===== src/hw/rtl/tstes_pkg.sv =====
// Shared types, constants and calendar tables for the timestamp-to-seconds block.
package tstes_pkg;

  localparam int unsigned YEAR_W = 14;
  localparam int unsigned FLD_W  = 7;
  localparam int unsigned SECS_W = 38;

  localparam logic [YEAR_W-1:0] EARLIEST_RESET = 14'd1999;
  localparam logic [8:0]        DAYS_PER_YEAR  = 9'd365;
  localparam logic [SECS_W-1:0] DAYS_TO_1970   = 38'd719528;

  typedef struct packed {
    logic [7:0] character;
    logic       last;
  } in_word_t;

  typedef struct packed {
    logic              valid_res;
    logic [SECS_W-1:0] epoch_seconds;
  } out_word_t;

  // One parsed text handed from the intake to the converter.
  typedef struct packed {
    logic [YEAR_W-1:0] year;
    logic [FLD_W-1:0]  month;
    logic [FLD_W-1:0]  day;
    logic [FLD_W-1:0]  hour;
    logic [FLD_W-1:0]  minute;
    logic [FLD_W-1:0]  second;
    logic              form_ok;
  } job_t;

  // Status of the divide-by-100 unit.
  typedef struct packed {
    logic       busy;
    logic [7:0] quot;
    logic [6:0] rem;
  } div_stat_t;

  // Days before the first of month m (1..12) in a common year.
  function automatic logic [8:0] month_start(input logic [FLD_W-1:0] m);
    logic [8:0] r;
    unique case (m)
      7'd1:    r = 9'd0;
      7'd2:    r = 9'd31;
      7'd3:    r = 9'd59;
      7'd4:    r = 9'd90;
      7'd5:    r = 9'd120;
      7'd6:    r = 9'd151;
      7'd7:    r = 9'd181;
      7'd8:    r = 9'd212;
      7'd9:    r = 9'd243;
      7'd10:   r = 9'd273;
      7'd11:   r = 9'd304;
      7'd12:   r = 9'd334;
      default: r = 9'd0;
    endcase
    return r;
  endfunction

  // Length of month m (1..12) in a common year.
  function automatic logic [4:0] month_len(input logic [FLD_W-1:0] m);
    logic [4:0] r;
    unique case (m)
      7'd2:                      r = 5'd28;
      7'd4, 7'd6, 7'd9, 7'd11:   r = 5'd30;
      7'd1, 7'd3, 7'd5, 7'd7,
      7'd8, 7'd10, 7'd12:        r = 5'd31;
      default:                   r = 5'd0;
    endcase
    return r;
  endfunction

endpackage


===== src/hw/rtl/tstes_intake.sv =====
// Character intake: checks the text shape and gathers the date and time digits.
module tstes_intake (
  input  logic              clk,
  input  logic              rst_n,
  input  logic              in_valid,
  output logic              in_stall,
  input  tstes_pkg::in_word_t in_data,
  output logic              job_valid,
  output tstes_pkg::job_t   job,
  input  logic              job_take
);
  import tstes_pkg::*;

  localparam logic [1:0] SFX_NONE = 2'd0;
  localparam logic [1:0] SFX_Z    = 2'd1;
  localparam logic [1:0] SFX_DOT  = 2'd2;

  localparam logic [7:0] CH_DASH  = 8'h2D;
  localparam logic [7:0] CH_COLON = 8'h3A;
  localparam logic [7:0] CH_T     = 8'h54;
  localparam logic [7:0] CH_Z     = 8'h5A;
  localparam logic [7:0] CH_DOT   = 8'h2E;
  localparam logic [7:0] CH_ZERO  = 8'h30;
  localparam logic [7:0] CH_NINE  = 8'h39;

  localparam logic [4:0] P_DASH1  = 5'd4;
  localparam logic [4:0] P_DASH2  = 5'd7;
  localparam logic [4:0] P_TEE    = 5'd10;
  localparam logic [4:0] P_COL1   = 5'd13;
  localparam logic [4:0] P_COL2   = 5'd16;
  localparam logic [4:0] P_SFX    = 5'd19;
  localparam logic [4:0] P_MS_LO  = 5'd20;
  localparam logic [4:0] P_MS_HI  = 5'd22;
  localparam logic [4:0] P_MS_Z   = 5'd23;
  localparam logic [4:0] P_YR_END = 5'd3;
  localparam logic [4:0] P_MO_END = 5'd6;
  localparam logic [4:0] P_DY_END = 5'd9;
  localparam logic [4:0] P_HR_END = 5'd12;
  localparam logic [4:0] P_MI_END = 5'd15;
  localparam logic [4:0] POS_MAX  = 5'd24;
  localparam logic [4:0] LEN_BASE = 5'd19;
  localparam logic [4:0] LEN_Z    = 5'd20;
  localparam logic [4:0] LEN_MS   = 5'd23;

  logic [4:0]        pos_r, pos_nxt;
  logic [YEAR_W-1:0] year_r, year_nxt;
  logic [FLD_W-1:0]  mon_r, mon_nxt, day_r, day_nxt, hr_r, hr_nxt;
  logic [FLD_W-1:0]  min_r, min_nxt, sec_r, sec_nxt;
  logic              err_r, err_nxt;
  logic [1:0]        sfx_r, sfx_nxt;
  logic              jv_r, jv_nxt;
  job_t              job_r, job_nxt;

  logic              accept;
  logic              digit;
  logic [3:0]        dval;
  logic [7:0]        c;

  assign in_stall  = jv_r;
  assign accept    = in_valid && !jv_r;
  assign c         = in_data.character;
  assign digit     = (c >= CH_ZERO) && (c <= CH_NINE);
  assign dval      = c[3:0];
  assign job_valid = jv_r;
  assign job       = job_r;

  // acc*10 + digit, kept to the field width
  function automatic logic [YEAR_W-1:0] dec_acc(input logic [YEAR_W-1:0] a,
                                               input logic [3:0] d);
    return (a << 3) + (a << 1) + YEAR_W'(d);
  endfunction

  always_comb begin
    pos_nxt  = pos_r;
    year_nxt = year_r;
    mon_nxt  = mon_r;
    day_nxt  = day_r;
    hr_nxt   = hr_r;
    min_nxt  = min_r;
    sec_nxt  = sec_r;
    err_nxt  = err_r;
    sfx_nxt  = sfx_r;
    jv_nxt   = jv_r;
    job_nxt  = job_r;
    if (job_take) begin
      jv_nxt = 1'b0;
    end
    if (accept) begin
      if (pos_r >= POS_MAX) begin
        err_nxt = 1'b1;
      end else begin
        pos_nxt = pos_r + 5'd1;
        priority if (pos_r == P_DASH1 || pos_r == P_DASH2) begin
          if (c != CH_DASH) err_nxt = 1'b1;
        end else if (pos_r == P_TEE) begin
          if (c != CH_T) err_nxt = 1'b1;
        end else if (pos_r == P_COL1 || pos_r == P_COL2) begin
          if (c != CH_COLON) err_nxt = 1'b1;
        end else if (pos_r == P_SFX) begin
          priority if (c == CH_Z) sfx_nxt = SFX_Z;
          else if (c == CH_DOT) sfx_nxt = SFX_DOT;
          else err_nxt = 1'b1;
        end else if (pos_r >= P_MS_LO && pos_r <= P_MS_HI) begin
          if (sfx_r != SFX_DOT || !digit) err_nxt = 1'b1;
        end else if (pos_r == P_MS_Z) begin
          if (sfx_r != SFX_DOT || c != CH_Z) err_nxt = 1'b1;
        end else if (!digit) begin
          err_nxt = 1'b1;
        end else if (pos_r <= P_YR_END) begin
          year_nxt = dec_acc(year_r, dval);
        end else if (pos_r <= P_MO_END) begin
          mon_nxt = FLD_W'(dec_acc(YEAR_W'(mon_r), dval));
        end else if (pos_r <= P_DY_END) begin
          day_nxt = FLD_W'(dec_acc(YEAR_W'(day_r), dval));
        end else if (pos_r <= P_HR_END) begin
          hr_nxt = FLD_W'(dec_acc(YEAR_W'(hr_r), dval));
        end else if (pos_r <= P_MI_END) begin
          min_nxt = FLD_W'(dec_acc(YEAR_W'(min_r), dval));
        end else begin
          sec_nxt = FLD_W'(dec_acc(YEAR_W'(sec_r), dval));
        end
      end
      if (in_data.last) begin
        job_nxt.year    = year_nxt;
        job_nxt.month   = mon_nxt;
        job_nxt.day     = day_nxt;
        job_nxt.hour    = hr_nxt;
        job_nxt.minute  = min_nxt;
        job_nxt.second  = sec_nxt;
        job_nxt.form_ok = !err_nxt &&
                          (pos_nxt == LEN_BASE || (pos_nxt == LEN_Z && sfx_nxt == SFX_Z) ||
                           pos_nxt == LEN_MS || pos_nxt == POS_MAX);
        jv_nxt   = 1'b1;
        pos_nxt  = '0;
        year_nxt = '0;
        mon_nxt  = '0;
        day_nxt  = '0;
        hr_nxt   = '0;
        min_nxt  = '0;
        sec_nxt  = '0;
        err_nxt  = 1'b0;
        sfx_nxt  = SFX_NONE;
      end
    end
  end

  always_ff @(posedge clk) begin
    if (!rst_n) begin
      pos_r  <= '0;
      year_r <= '0;
      mon_r  <= '0;
      day_r  <= '0;
      hr_r   <= '0;
      min_r  <= '0;
      sec_r  <= '0;
      err_r  <= 1'b0;
      sfx_r  <= SFX_NONE;
      jv_r   <= 1'b0;
    end else begin
      pos_r  <= pos_nxt;
      year_r <= year_nxt;
      mon_r  <= mon_nxt;
      day_r  <= day_nxt;
      hr_r   <= hr_nxt;
      min_r  <= min_nxt;
      sec_r  <= sec_nxt;
      err_r  <= err_nxt;
      sfx_r  <= sfx_nxt;
      jv_r   <= jv_nxt;
    end
  end

  always_ff @(posedge clk) begin
    job_r <= job_nxt;
  end

endmodule


===== src/hw/rtl/tstes_div100.sv =====
// Bit-serial restoring divider of the year by 100, one quotient bit per cycle.
module tstes_div100 (
  input  logic                           clk,
  input  logic                           rst_n,
  input  logic                           start,
  input  logic [tstes_pkg::YEAR_W-1:0]   dividend,
  output tstes_pkg::div_stat_t           stat
);
  import tstes_pkg::*;

  localparam logic [3:0] LAST_STEP = 4'(YEAR_W - 1);
  localparam logic [7:0] DIVISOR   = 8'd100;

  logic [YEAR_W-1:0] sh_r, sh_nxt;
  logic [6:0]        rem_r, rem_nxt;
  logic [3:0]        cnt_r, cnt_nxt;
  logic              busy_r, busy_nxt;
  logic [7:0]        trial;
  logic              ge;

  assign trial = {rem_r, sh_r[YEAR_W-1]};
  assign ge    = trial >= DIVISOR;

  always_comb begin
    sh_nxt   = sh_r;
    rem_nxt  = rem_r;
    cnt_nxt  = cnt_r;
    busy_nxt = busy_r;
    if (start) begin
      sh_nxt   = dividend;
      rem_nxt  = '0;
      cnt_nxt  = LAST_STEP;
      busy_nxt = 1'b1;
    end else if (busy_r) begin
      // dividend bits leave at the top, quotient bits enter at the bottom
      sh_nxt  = {sh_r[YEAR_W-2:0], ge};
      rem_nxt = ge ? 7'(trial - DIVISOR) : trial[6:0];
      cnt_nxt = cnt_r - 4'd1;
      if (cnt_r == '0) busy_nxt = 1'b0;
    end
  end

  always_ff @(posedge clk) begin
    if (!rst_n) begin
      busy_r <= 1'b0;
      cnt_r  <= '0;
    end else begin
      busy_r <= busy_nxt;
      cnt_r  <= cnt_nxt;
    end
  end

  always_ff @(posedge clk) begin
    sh_r  <= sh_nxt;
    rem_r <= rem_nxt;
  end

  assign stat.busy = busy_r;
  assign stat.quot = sh_r[7:0];
  assign stat.rem  = rem_r;

endmodule


===== src/hw/rtl/tstes_conv.sv =====
// Date check and seconds conversion sequencer: calendar terms, then Horner steps.
module tstes_conv (
  input  logic                             clk,
  input  logic                             rst_n,
  input  logic                             job_valid,
  input  tstes_pkg::job_t                  job,
  output logic                             job_take,
  input  logic [tstes_pkg::YEAR_W-1:0]     earliest,
  output logic                             res_valid,
  output tstes_pkg::out_word_t             res,
  input  logic                             res_take
);
  import tstes_pkg::*;

  localparam logic [3:0] S_IDLE = 4'd0;
  localparam logic [3:0] S_DIV  = 4'd1;
  localparam logic [3:0] S_YEAR = 4'd2;
  localparam logic [3:0] S_CENT = 4'd3;
  localparam logic [3:0] S_DATE = 4'd4;
  localparam logic [3:0] S_HOUR = 4'd5;
  localparam logic [3:0] S_MIN  = 4'd6;
  localparam logic [3:0] S_SEC  = 4'd7;
  localparam logic [3:0] S_DONE = 4'd8;

  localparam logic [FLD_W-1:0] MAX_HOUR = 7'd23;
  localparam logic [FLD_W-1:0] MAX_MS   = 7'd59;
  localparam logic [FLD_W-1:0] FEB      = 7'd2;
  localparam logic [FLD_W-1:0] DEC      = 7'd12;

  logic [3:0]        st_r, st_nxt;
  job_t              jb_r, jb_nxt;
  logic [SECS_W-1:0] acc_r, acc_nxt;
  logic              leap_r, leap_nxt;
  logic              ok_r, ok_nxt;

  div_stat_t         dstat;
  logic              r_nz, q4_nz, leap;
  logic [SECS_W-1:0] c4, c100, c400;
  logic [22:0]       yprod;
  logic [4:0]        dim;
  logic [SECS_W-1:0] horner;
  logic [FLD_W-1:0]  hdig;

  assign job_take = (st_r == S_IDLE) && job_valid;

  tstes_div100 u_div (
    .clk      (clk),
    .rst_n    (rst_n),
    .start    (job_take),
    .dividend (job.year),
    .stat     (dstat)
  );

  // ceilings of y/4 from the year bits, and of y/100, y/400 from the quotient and remainder by 100
  assign r_nz  = dstat.rem != '0;
  assign q4_nz = dstat.quot[1:0] != 2'd0;
  assign leap  = (jb_r.year[1:0] == 2'd0 && r_nz) || (!r_nz && !q4_nz);
  assign c4    = SECS_W'(jb_r.year[YEAR_W-1:2]) + SECS_W'(jb_r.year[1:0] != 2'd0);
  assign c100  = SECS_W'(dstat.quot) + SECS_W'(r_nz);
  assign c400  = SECS_W'(dstat.quot[7:2]) + SECS_W'(q4_nz || r_nz);
  assign yprod = 23'(jb_r.year) * 23'(DAYS_PER_YEAR);
  assign dim   = month_len(jb_r.month) + 5'(jb_r.month == FEB && leap_r);

  // acc*24 + hour, or acc*60 + minute/second
  assign hdig   = (st_r == S_HOUR) ? jb_r.hour : ((st_r == S_MIN) ? jb_r.minute : jb_r.second);
  assign horner = ((st_r == S_HOUR) ? ((acc_r << 4) + (acc_r << 3))
                                    : ((acc_r << 6) - (acc_r << 2))) + SECS_W'(hdig);

  always_comb begin
    st_nxt   = st_r;
    jb_nxt   = jb_r;
    acc_nxt  = acc_r;
    leap_nxt = leap_r;
    ok_nxt   = ok_r;
    unique case (st_r)
      S_IDLE: begin
        if (job_valid) begin
          jb_nxt = job;
          st_nxt = S_DIV;
        end
      end
      S_DIV: begin
        if (!dstat.busy) st_nxt = S_YEAR;
      end
      S_YEAR: begin
        acc_nxt = SECS_W'(yprod);
        st_nxt  = S_CENT;
      end
      S_CENT: begin
        acc_nxt  = acc_r + c4 - c100 + c400 - DAYS_TO_1970;
        leap_nxt = leap;
        st_nxt   = S_DATE;
      end
      S_DATE: begin
        acc_nxt = acc_r + SECS_W'(month_start(jb_r.month))
                + SECS_W'(jb_r.month > FEB && leap_r) + SECS_W'(jb_r.day) - SECS_W'(1);
        ok_nxt  = jb_r.form_ok && jb_r.month != '0 && jb_r.month <= DEC &&
                  jb_r.day != '0 && jb_r.day <= FLD_W'(dim) && jb_r.year >= earliest &&
                  jb_r.hour <= MAX_HOUR && jb_r.minute <= MAX_MS && jb_r.second <= MAX_MS;
        st_nxt  = S_HOUR;
      end
      S_HOUR: begin
        acc_nxt = horner;
        st_nxt  = S_MIN;
      end
      S_MIN: begin
        acc_nxt = horner;
        st_nxt  = S_SEC;
      end
      S_SEC: begin
        acc_nxt = horner;
        st_nxt  = S_DONE;
      end
      S_DONE: begin
        if (res_take) st_nxt = S_IDLE;
      end
      default: st_nxt = S_IDLE;
    endcase
  end

  always_ff @(posedge clk) begin
    if (!rst_n) begin
      st_r <= S_IDLE;
    end else begin
      st_r <= st_nxt;
    end
  end

  always_ff @(posedge clk) begin
    jb_r   <= jb_nxt;
    acc_r  <= acc_nxt;
    leap_r <= leap_nxt;
    ok_r   <= ok_nxt;
  end

  assign res_valid         = st_r == S_DONE;
  assign res.valid_res     = ok_r;
  assign res.epoch_seconds = ok_r ? acc_r : '0;

endmodule


===== src/hw/rtl/timestamp_text_to_epoch_seconds_core.sv =====
// Top level: timestamp text to seconds since 1970, intake, converter and output word register.
//
// Takes a timestamp text one character per input word, the final character marked
// by last, and gives one output word per text: valid_res and epoch_seconds. Accepted
// shapes are YYYY-MM-DDTHH:MM:SS with nothing, Z, .ddd or .dddZ after it; the date is
// checked against the Gregorian calendar, the year against cfg earliest_year (reset
// 1999), and hour, minute and second against their limits. Milliseconds are dropped;
// epoch_seconds is zero for an invalid text and wraps to 38 bits for years before 1970.
// Characters are taken at one per cycle while in_stall is low. When the final character
// lands, the text is parked in a job register and the input stalls until the converter
// takes the job: it starts a bit-serial divide of the year by 100, waits for the divide
// to finish, then works out in turn the year term, the century terms, the month and
// day terms and the hour, minute and second Horner steps. The word then moves into the
// output register once that register is free. Characters of the next text keep flowing
// meanwhile; once its final character is parked, the input stalls until the converter
// is free again.
// earliest_year may only be written while no text is in flight.
module timestamp_text_to_epoch_seconds_core (
  input  logic                            clk,
  input  logic                            rst_n,
  input  logic                            in_valid,
  output logic                            in_stall,
  input  tstes_pkg::in_word_t             in_data,
  output logic                            out_valid,
  input  logic                            out_stall,
  output tstes_pkg::out_word_t            out_data,
  input  logic                            cfg_we,
  input  logic [tstes_pkg::YEAR_W-1:0]    cfg_wdata
);
  import tstes_pkg::*;

  logic [YEAR_W-1:0] earliest_r;   // minimum accepted year
  logic              ov_r, ov_nxt; // output word register full
  out_word_t         od_r;

  logic              job_valid, job_take;
  job_t              job;
  logic              res_valid, res_take;
  out_word_t         res;

  always_ff @(posedge clk) begin
    if (!rst_n) begin
      earliest_r <= EARLIEST_RESET;
    end else if (cfg_we) begin
      earliest_r <= cfg_wdata;
    end
  end

  tstes_intake u_intake (
    .clk       (clk),
    .rst_n     (rst_n),
    .in_valid  (in_valid),
    .in_stall  (in_stall),
    .in_data   (in_data),
    .job_valid (job_valid),
    .job       (job),
    .job_take  (job_take)
  );

  tstes_conv u_conv (
    .clk       (clk),
    .rst_n     (rst_n),
    .job_valid (job_valid),
    .job       (job),
    .job_take  (job_take),
    .earliest  (earliest_r),
    .res_valid (res_valid),
    .res       (res),
    .res_take  (res_take)
  );

  // Output word register: loads when empty or being drained this cycle.
  assign res_take = res_valid && (!ov_r || !out_stall);

  always_comb begin
    ov_nxt = ov_r;
    if (res_take) begin
      ov_nxt = 1'b1;
    end else if (!out_stall) begin
      ov_nxt = 1'b0;
    end
  end

  always_ff @(posedge clk) begin
    if (!rst_n) begin
      ov_r <= 1'b0;
    end else begin
      ov_r <= ov_nxt;
    end
  end

  always_ff @(posedge clk) begin
    if (res_take) begin
      od_r <= res;
    end
  end

  assign out_valid = ov_r;
  assign out_data  = od_r;

`ifndef ASSERT_OFF
  // A final character parks its text, so the next edge must hold the channel stalled.
  a_last_parks: assert property (@(posedge clk) disable iff (!rst_n)
    (in_valid && !in_stall && in_data.last) |=> in_stall)
    else $error("final character accepted without parking the text");

  // An invalid text never carries a seconds count.
  a_invalid_zero: assert property (@(posedge clk) disable iff (!rst_n)
    out_valid |-> (out_data.valid_res || out_data.epoch_seconds == '0))
    else $error("invalid result word with non-zero seconds");

  // A result moves into the output register only when it has room.
  a_no_overwrite: assert property (@(posedge clk) disable iff (!rst_n)
    (ov_r && out_stall) |-> !res_take)
    else $error("output word overwritten while stalled");
`endif

endmodule


===== config.mk =====
export PLATFORM = sky130hd
export DESIGN_NAME = timestamp_text_to_epoch_seconds_core
export DESIGN_NICKNAME = d
export VERILOG_FILES = /design/src/hw/rtl/tstes_pkg.sv /design/src/hw/rtl/tstes_intake.sv /design/src/hw/rtl/tstes_div100.sv /design/src/hw/rtl/tstes_conv.sv /design/src/hw/rtl/timestamp_text_to_epoch_seconds_core.sv
export SDC_FILE = /design/constraint.sdc
export NUM_CORES = 1
export LEC_CHECK = 0
export BUFFER_PORTS_ARGS = -buffer_cell sky130_fd_sc_hd__buf_2
export CORE_ASPECT_RATIO = 1.2
export CORE_MARGIN = 2
export CORE_UTILIZATION = 50
export CTS_CLUSTER_SIZE = 30
export DETAILED_ROUTE_END_ITERATION = 8
export PLACE_DENSITY_LB_ADDON = 0.2
export SYNTH_ARGS = -nofsm -noshare
export SYNTH_HDL_FRONTEND = slang
export SYNTH_SLANG_ARGS = --single-unit

===== constraint.sdc =====
create_clock -name clk -period 6.9 [get_ports clk]
set_input_delay 0.345 -clock clk [delete_from_list [all_inputs] [get_ports clk]]
set_output_delay 0.345 -clock clk [all_outputs]
set_load 0.03 [all_outputs]

==> summary.md, run 1 <==
| Metric | Value |
|---|---|
| Status | complete, no violations |
| Max-slew violations | 0 |
| Clock slew at reported path FFs | 60 ps |
| Placed cells | 3,745 |
| Max-cap viol count | 0 |
| Final Wtd Congestion | 0.937 |
| WL/cell | 20.4 µm |
| Worst Path Arrival | 6730 ps |
| GRT Overall Usage | 0.273 |
| Worst path most repeated cell | ha_1 |
| Mux contribution to synthesized area | 0.0310 |
| Unrepaired setup endpoints after global routing | false |
| Peak Freq | 155 MHz |
| Final Skew | 24.5 ps |
| Leakage | 12.9 nW |
| Nets | 3,535 |
| Buf/Inv on CP | 2 |
| Row count | 94 |
| Post-synth EDFFs | 193 |
| IO buf count | 68 |
| Layout cells sized above 1 | 0.0772 |
| Die X | 218 µm |
| Dpl hpwl | 61,000 µm |
| Vias in the first global route | 23,100 |
| Die footprint | 56,900 µm² |
| Worst setup path class | flop to flop |
| Post-synthesis xor/xnor area fraction | 0.0612 |
| Total gr overflow | 0 |
| Worst Hold Depth | 3 |
| Fin. Hold Viols | 0 |
| Max-slew headroom | 0.376 |
| Worst R2R End | u_conv.acc_r[30]$_DFFE_PP_ |
| Adder-cell area share of the yosys netlist | 0.222 |
| Minimum clock period | 6440 ps |
| Ant diodes | 0 |
| Reg2reg path depth | 24 |
| Distinct cells, synth | 98 |
| Min Hold Slack | 20.9 ps |
| Chip height | 261 µm |
| Combinational family with the most area after synthesis | adder cells |
| Commonest non-fill, non-tap cells in the layout | 355 x ha_1, 263 x inv_1, 240 x nand2_1, 202 x a21oi_1, 193 x edfxtp_1 |
| Largest net degree at the start of global routing | 78 |
| DRT Pass-1 Iters | 8 |
| Tcrit/Tclk final | 0.934 |
| Most common cell after layout, fill and taps aside | ha_1 |
| Worst Hold Class | input pin to flop |
| Measured slew at the worst slew-check pin | 935 ps |
| Clock root buffer | clkbuf_16 |
| CTS Buf Count | 35 |
| Final Setup Violations | 0 |
| Mean Syn Cell Area | 9.06 µm² |
| Setup TNS Final | 0 ps |
| CP top delay family | compound AO/OA/AOI/OAI gates |
| H-Tree Depth | 2 |
| CP required | 7190 ps |
| Simple-gate share of the synthesized area | 0.160 |
| Final Instance Count excl. Fillers | 3,816 |
| Sequential area share after synthesis | 0.284 |
| Clock buffer depth | 3 |
| R2r setup slk | 460 ps |
| First-pass GRT wire length | 123,000 µm |
| CTS tree | built |
| Worst setup EP type | flop |
| CTS sink count | 294 |
| Crit-path cells | nor4_1 > nand2_1 > or3_1 > ha_1 > ha_1 > nand3_1 > xor2_1 > ha_1 > fa_1 > fa_1 > inv_1 > ha_1 > nand3_1 > o22ai_1 > o41ai_1 > a211oi_2 > and3b_1 > o21a_1 > o22ai_1 > buf_4 > o21ai_0 > a21oi_1 > a221oi_1 > o21ai_0 |
| Worst-skew pair later-pin latency | 580 ps |
| Crit path max fanout | 5 |
| Starting DRC count in detailed routing | 1,433 |
| Initial Util | 0.504 |
| Startpoint types | flop |
| Hold Path Origin | cfg_wdata[3] |
| # Post-CTS Setup Buffers | 0 |
| DRT antenna net count | 0 |
| Post-route DRC violation count | 0 |
| Synth Area in Compound Gates | 0.188 |
| Total number of vias | 23,000 |
| Max incr delay on CP | 520 ps |
| Core area | 54,600 µm² |
| Area growth syn-to-layout | 8.48% |
| Mapped Area | 27,500 µm² |
| Initial antenna violation count | 0 |
| Syn nets | 3,501 |
| Async set or reset register ratio after synthesis | 0 |
| Cell Pwr Density | 458 nW/µm² |
| Maximum VDD drop | 0.281 mV |
| Io pins | 69 |
| Synth Register Bits | 294 |
| Syn Inst Count | 3,035 |
| Vias per Instance | 6.02 |
| Final wirelength | 78,000 µm |
| Warnings from Yosys | 0 |
| Synth Flop Type | edfxtp_1 |
| CP max-delay cell | fa_1 |
| Hold Path End | earliest_r[3]$_SDFFE_PN1P_ |
| Critical R2R Launch | u_conv.u_div.rem_r[4]$_SDFFE_PP0P_ |
==> cells in the mapped netlist (all sizes together) (19+ instances only) <==
master	count	area [µm²]
o22ai	32	200
nor3	53	270
or3	19	119
nand2b	37	231
o211ai	35	263
o21bai	24	180
o31ai	20	150
inv	264	991
nor2b	88	551
edfxtp	193	5800
clkbuf	96	363
ha	355	4440
and3	22	138
o21a	32	240
a21o	70	527
a21oi	203	1020
xnor2	110	963
dfxtp	101	2020
fa	83	1660
and2	59	370
mux2	34	383
o21ai	143	719
xor2	82	718
a211oi	34	265
a31oi	19	119
mux2i	47	470
nand4	36	240
a22oi	62	465
nor2	194	731
nand3	48	240
nand2	241	907
==> layout make-up <==
| class | instances | area [µm²] |
|---|---|---|
| Fill cell | 4945 | 24800 |
| Multi-Input combinational cell | 2364 | 18200 |
| Sequential cell | 294 | 7820 |
| Inverter | 266 | 998 |
| Clock buffer | 42 | 922 |
| Tap cell | 720 | 901 |
| Timing Repair Buffer | 108 | 658 |
| Clock inverter | 22 | 292 |
==> worst max path at each step <==
| stage | startpoint | end | slack [ps] | cells past startpoint |
|---|---|---|---|---|
| floorplan | u_conv.u_div.rem_r[4]$_SDFFE_PP0P_ | u_conv.acc_r[37]$_DFFE_PP_ | 1110 | 24 |
| global placement | u_conv.u_div.rem_r[1]$_SDFFE_PP0P_ | u_conv.acc_r[30]$_DFFE_PP_ | 530 | 24 |
| detailed placement | u_conv.u_div.rem_r[1]$_SDFFE_PP0P_ | u_conv.acc_r[30]$_DFFE_PP_ | 390 | 24 |
| CTS | u_conv.u_div.rem_r[1]$_SDFFE_PP0P_ | u_conv.acc_r[30]$_DFFE_PP_ | 380 | 24 |
| global route | u_conv.u_div.rem_r[4]$_SDFFE_PP0P_ | u_conv.acc_r[30]$_DFFE_PP_ | 80 | 24 |
| finish | u_conv.u_div.rem_r[4]$_SDFFE_PP0P_ | u_conv.acc_r[30]$_DFFE_PP_ | 460 | 24 |
==> state kept, by name, summed over array words and instances (netlist names), named ones only <==
| register | flops |
|---|---|
| u_conv.jb_r | 50 |
| u_intake.job | 50 |
| out_data | 39 |
| u_conv.acc_r | 38 |
| earliest_r | 14 |
| u_conv.u_div.sh_r | 14 |
| u_intake.year_r | 14 |
| u_conv.u_div.rem_r | 7 |
| u_intake.day_r | 7 |
| u_intake.hr_r | 7 |
| u_intake.min_r | 7 |
| u_intake.mon_r | 7 |
| u_intake.sec_r | 7 |
| u_intake.pos_r | 5 |
| u_conv.st_r | 4 |
| u_conv.u_div.cnt_r | 4 |
| u_intake.sfx_r | 2 |
| out_valid | 1 |
| u_conv.leap_r | 1 |
| u_conv.ok_r | 1 |
| u_conv.u_div.busy_r | 1 |
| u_intake.err_r | 1 |
| u_intake.in_stall | 1 |
==> worst reg2reg max path: cells and delay by family, from the launching register on <==
| family | cells | cell delay [ps] |
|---|---|---|
| AO/OA/AOI/OAI | 9 | 2130 |
| adder cells (fa/ha/maj) | 6 | 2090 |
| AND/OR/NAND/NOR | 6 | 1240 |
| flip-flops | 1 | 350 |
| buffers and inverters | 2 | 200 |
| XOR/XNOR | 1 | 150 |
==> timing repair <==
item / CTS / global route
hold buffers: 7 / 0
setup endpoints to repair: 0 / 2
endpoints found under the hold margin: 7 / 0
resized for setup: 0 / 1
==> where the power goes <==
part           internal, W  switching, W
Clock              0.00113      0.000828
Sequential         0.00230      0.000258
Combinational      0.00353       0.00561
==> through the flow <==
step	worst slack (ps)	instance area, µm²	utilization	power, W
3_3_place_gp	530	28500	0.523	0.0114
2_1_floorplan	1110	27500	-	0.00906
5_1_grt	77.0	29800	0.546	0.0147
4_1_cts	378	29800	0.546	0.0136
3_5_place_dp	388	28500	0.523	0.0116
6_report	455	29800	0.546	0.0137
==> per-layer routing <==
metal / up-vias / routed length [µm] / track usage
met2: 702 / 40200 / 0.510
met1: 11000 / 29500 / 0.295
met3: 238 / 3310 / 0.0340
met5: - / 0 / 0
met4: 0 / 4990 / 0.161
li1: 11000 / - / -
==> logic make-up (layout without fill, tap and decap cells) <==
kind of cell             after synthesis  count (layout)
flip-flops                           294             294
multiplexers                          81              81
adder cells (fa/ha/maj)              438             438
AO/OA/AOI/OAI                        785             785
XOR/XNOR                             192             192
AND/OR/NAND/NOR                      868             868
buffers and inverters                377             438
Power figures use the tool's default switching activity.
==> run 2: changes to the inputs <==
Settings changed: SYNTH_HIERARCHICAL from default to 1.
==> run 2 against run 1 <==
  * Synthesized cell count decreased by 2.4%
  * Core utilization about the same
  * Final area increased by 0.21%
  * Register-to-register slack better by 380 ps
  * Clock-buffer cell count grew 2
  * Clock power up 7%
  * Power fell by 25%
==> summary.md, run 2 <==
| Metric | Value |
|---|---|
| Status | complete, no violations |
| Final Skew | 28.2 ps (+3.71 ps) |
| FILL cells | 4,950 (+0.10%) |
| Die footprint | 57,200 µm² (+0.50%) |
| Chip height | 261 µm (+0.25%) |
| Max-cap viol count | 0 (unchanged) |
| Die X | 219 µm (+0.25%) |
| Warnings from Yosys | 6 (+6) |
| WL/cell | 21.0 µm (+2.8%) |
| CTS tree | built |
| CTS Buf Count | 36 (+2.9%) |
| Distinct cells, synth | 126 (+29%) |
| CP max-delay cell | fa_1 |
| Cell Pwr Density | 345 nW/µm² (-25%) |
| Setup TNS Final | 0 ps (unchanged) |
| Row count | 94 (unchanged) |
| Fin. Hold Viols | 0 (unchanged) |
| Largest net degree at the start of global routing | 67 (-14%) |
| Mean Syn Cell Area | 9.32 µm² (+2.9%) |
| Final Wtd Congestion | 1.00 (+6.9%) |
| Post-synth top cells | 335 x ha_1, 320 x inv_1, 212 x nand2_1 |
| Count leader, synth | ha_1 |
| Most common cell after layout, fill and taps aside | ha_1 |
| Final wirelength | 78,800 µm (+0.95%) |
| Io pins | 69 (unchanged) |
| Clock buffer depth | 3 (unchanged) |
| IO buf count | 68 (unchanged) |
| Design Area, Final | 29,900 µm² (+0.21%) |
| Core area | 54,700 µm² (+0.22%) |
| DRT antenna net count | 0 (unchanged) |
| Area leader, netlist | edfxtp_1 |
| Worst setup path class | flop to flop |
| Syn nets | 3,425 (-2.2%) |
| Synth Register Bits | 294 (unchanged) |
| Post-CTS sizing | 0 (unchanged) |
| Leakage | 12.9 nW (+0.26%) |
| Fin util | 0.546 (about the same) |
| Nets | 3,460 (-2.1%) |
| Worst setup EP type | flop |
| Clock slew at reported path FFs | 60 ps (about the same) |
| Area growth syn-to-layout | 8.16% |
| First-pass GRT wire length | 123,000 µm (+0.31%) |
| Worst Path Arrival | 6350 ps (-380 ps) |
| CP required | 7180 ps (about the same) |
| Sequential area share after synthesis | 0.283 (-0.00143) |
| Cts hold-fix bufs | 8 (+1) |
| Mapped Area | 27,600 µm² (+0.51%) |
| Worst path most repeated cell | fa_1 |
| Async set or reset register ratio after synthesis | 0 (unchanged) |
| Measured slew at the worst slew-check pin | 1200 ps (+267 ps) |
| Total number of vias | 22,200 (-3.5%) |
| Minimum clock period | 6070 ps (-377 ps) |
| Synth Flop Type | edfxtp_1 |
| Share of the synthesized area in the top cell type | 0.210 (-0.00106) |
| GRT Overall Usage | 0.276 (+0.00255) |
| Tcrit/Tclk final | 0.879 (-0.0546) |
| Synth area leaders | edfxtp_1 21%, ha_1 15%, dfxtp_1 7.3%, fa_1 7.2%, inv_1 4.3% |
| Layout cells sized above 1 | 0.0896 (+0.0124) |
| Max-slew headroom | 0.196 (-0.180) |
| Post-synth EDFFs | 193 (unchanged) |
| Final Instance Count excl. Fillers | 3,747 (-1.8%) |
| Vias in the first global route | 22,300 (-3.5%) |
| Crit-path cells | nor4_1 > nand2_1 > nor3_1 > fa_1 > fa_1 > fa_1 > inv_1 > ha_1 > fa_1 > a21o_1 > a21oi_1 > a2111o_1 > a31oi_1 > o311ai_0 > buf_4 > a21oi_1 > o31ai_1 > o21ai_0 > a31oi_1 > o21ai_0 > xnor2_1 > o221ai_2 |
| Syn Inst Count | 2,963 (-2.4%) |
| Max incr delay on CP | 500 ps (-20 ps) |
| Maximum VDD drop | 0.202 mV (-28%) |
| Final Setup Violations | 0 (unchanged) |
| Crit path max fanout | 5 (unchanged) |
| Placed Area | 28,500 µm² (-0.11%) |
| Initial antenna violation count | 2 (+2) |
| Placed cells | 3,672 (-1.9%) |
| Initial Util | 0.505 (+0.00146) |
| H-Tree Depth | 2 (unchanged) |
| Starting DRC count in detailed routing | 1,488 (+3.8%) |
| Total gr overflow | 0 (unchanged) |
| CTS sink count | 294 (unchanged) |
| # Post-CTS Setup Buffers | 0 (unchanged) |
| DRT Pass-1 Iters | 7 (-1) |
| Unrepaired setup endpoints after global routing | false |
| Commonest non-fill, non-tap cells in the layout | 335 x ha_1, 319 x inv_1, 212 x nand2_1, 193 x edfxtp_1, 188 x a21oi_1 |
| Startpoint types | flop |
| Worst-skew pair later-pin latency | 570 ps (about the same) |
| Clock root buffer | clkbuf_16 |
| Dpl hpwl | 61,200 µm (+0.19%) |
| Max-slew violations | 0 (unchanged) |
| Worst Hold Class | input pin to flop |
| Post-route DRC violation count | 0 (unchanged) |
| Peak Freq | 165 MHz (+6.2%) |
| Min Hold Slack | 38.3 ps (+17.4 ps) |
| Vias per Instance | 5.91 (-1.8%) |
run 2: changes by cell type in the layout (fill, tap and decap cells not counted), moves of 14 or more:
cell / previous run / this run
nand2_1: 240 / 212
o211ai_1: 35 / 12
ha_1: 355 / 335
fa_1: 83 / 99
a22oi_1: 62 / 15
nor2_1: 190 / 158
xnor2_1: 110 / 126
inv_1: 263 / 319
nor2b_1: 88 / 50
a21oi_1: 202 / 188
run 2: logic make-up after synthesis:
logic type                 share of synthesized area
muxes                                         0.0356
buffers and inverters                         0.0654
adders and majority gates                      0.223
DFF                                            0.283
xor gates and xnor gates                      0.0618
AOI/OAI and AO/OA                              0.186
and+or+nand+nor                                0.145
run 2: metrics by stage:
| step | total power, W | setup WS [ps] |
|---|---|---|
| after floorplan | 0.00667 | 1700 |
| after global routing | 0.0111 | 326 |
| after global placement | 0.00808 | 1020 |
| after detailed placement | 0.00815 | 899 |
| final | 0.0103 | 832 |
| after CTS | 0.0103 | 868 |
run 2: final timing paths:
path | from | end | slack, ps | cells after the start
worst max-delay path | u_conv/u_div/rem_r[5]$_SDFFE_PP0P_ | u_conv/acc_r[36]$_DFFE_PP_ | 830 | 22
worst min-delay path | cfg_wdata[10] | earliest_r[10]$_SDFFE_PN1P_ | 40 | 3
worst max register to register | u_conv/u_div/rem_r[5]$_SDFFE_PP0P_ | u_conv/acc_r[36]$_DFFE_PP_ | 830 | 22
worst min register to register | u_intake/job[25]$_DFFE_PP_ | u_conv/jb_r[25]$_DFFE_PP_ | 420 | 0
run 2: power by group:
part           total (W)  switching [W]  internal [W]
logic            0.00588        0.00351       0.00237
clock network    0.00209       0.000829       0.00126
registers        0.00233       0.000207       0.00212
total             0.0103        0.00455       0.00575
run 2: layout make-up:
class,instances,area (µm²),share of cell area
clock buffers,44,981,0.0328
inverters,325,1220,0.0408
repair buffers,99,593,0.0198
clock inverters,22,319,0.0107
multi-input cells,2242,18000,0.604
diodes,1,2.50,0.0000838
well taps,720,901,0.0302
flip-flops and latches,294,7820,0.262
run 2: per-layer routing:
metal	global-route usage	vias up	share of wire
li1	-	10700	-
met1	0.323	10700	0.40
met2	0.490	624	0.49
met3	0.0296	193	0.044
met4	0.156	0	0.063
met5	0	-	0
run 2: critical path: cells and delay by family, from the launching register on:
kind,cells,cell delay [ps]
and+or+nand+nor,3,790
AOI/OAI and AO/OA,11,2470
xor gates and xnor gates,1,160
adders and majority gates,5,1740
DFF,1,360
buffers and inverters,2,260
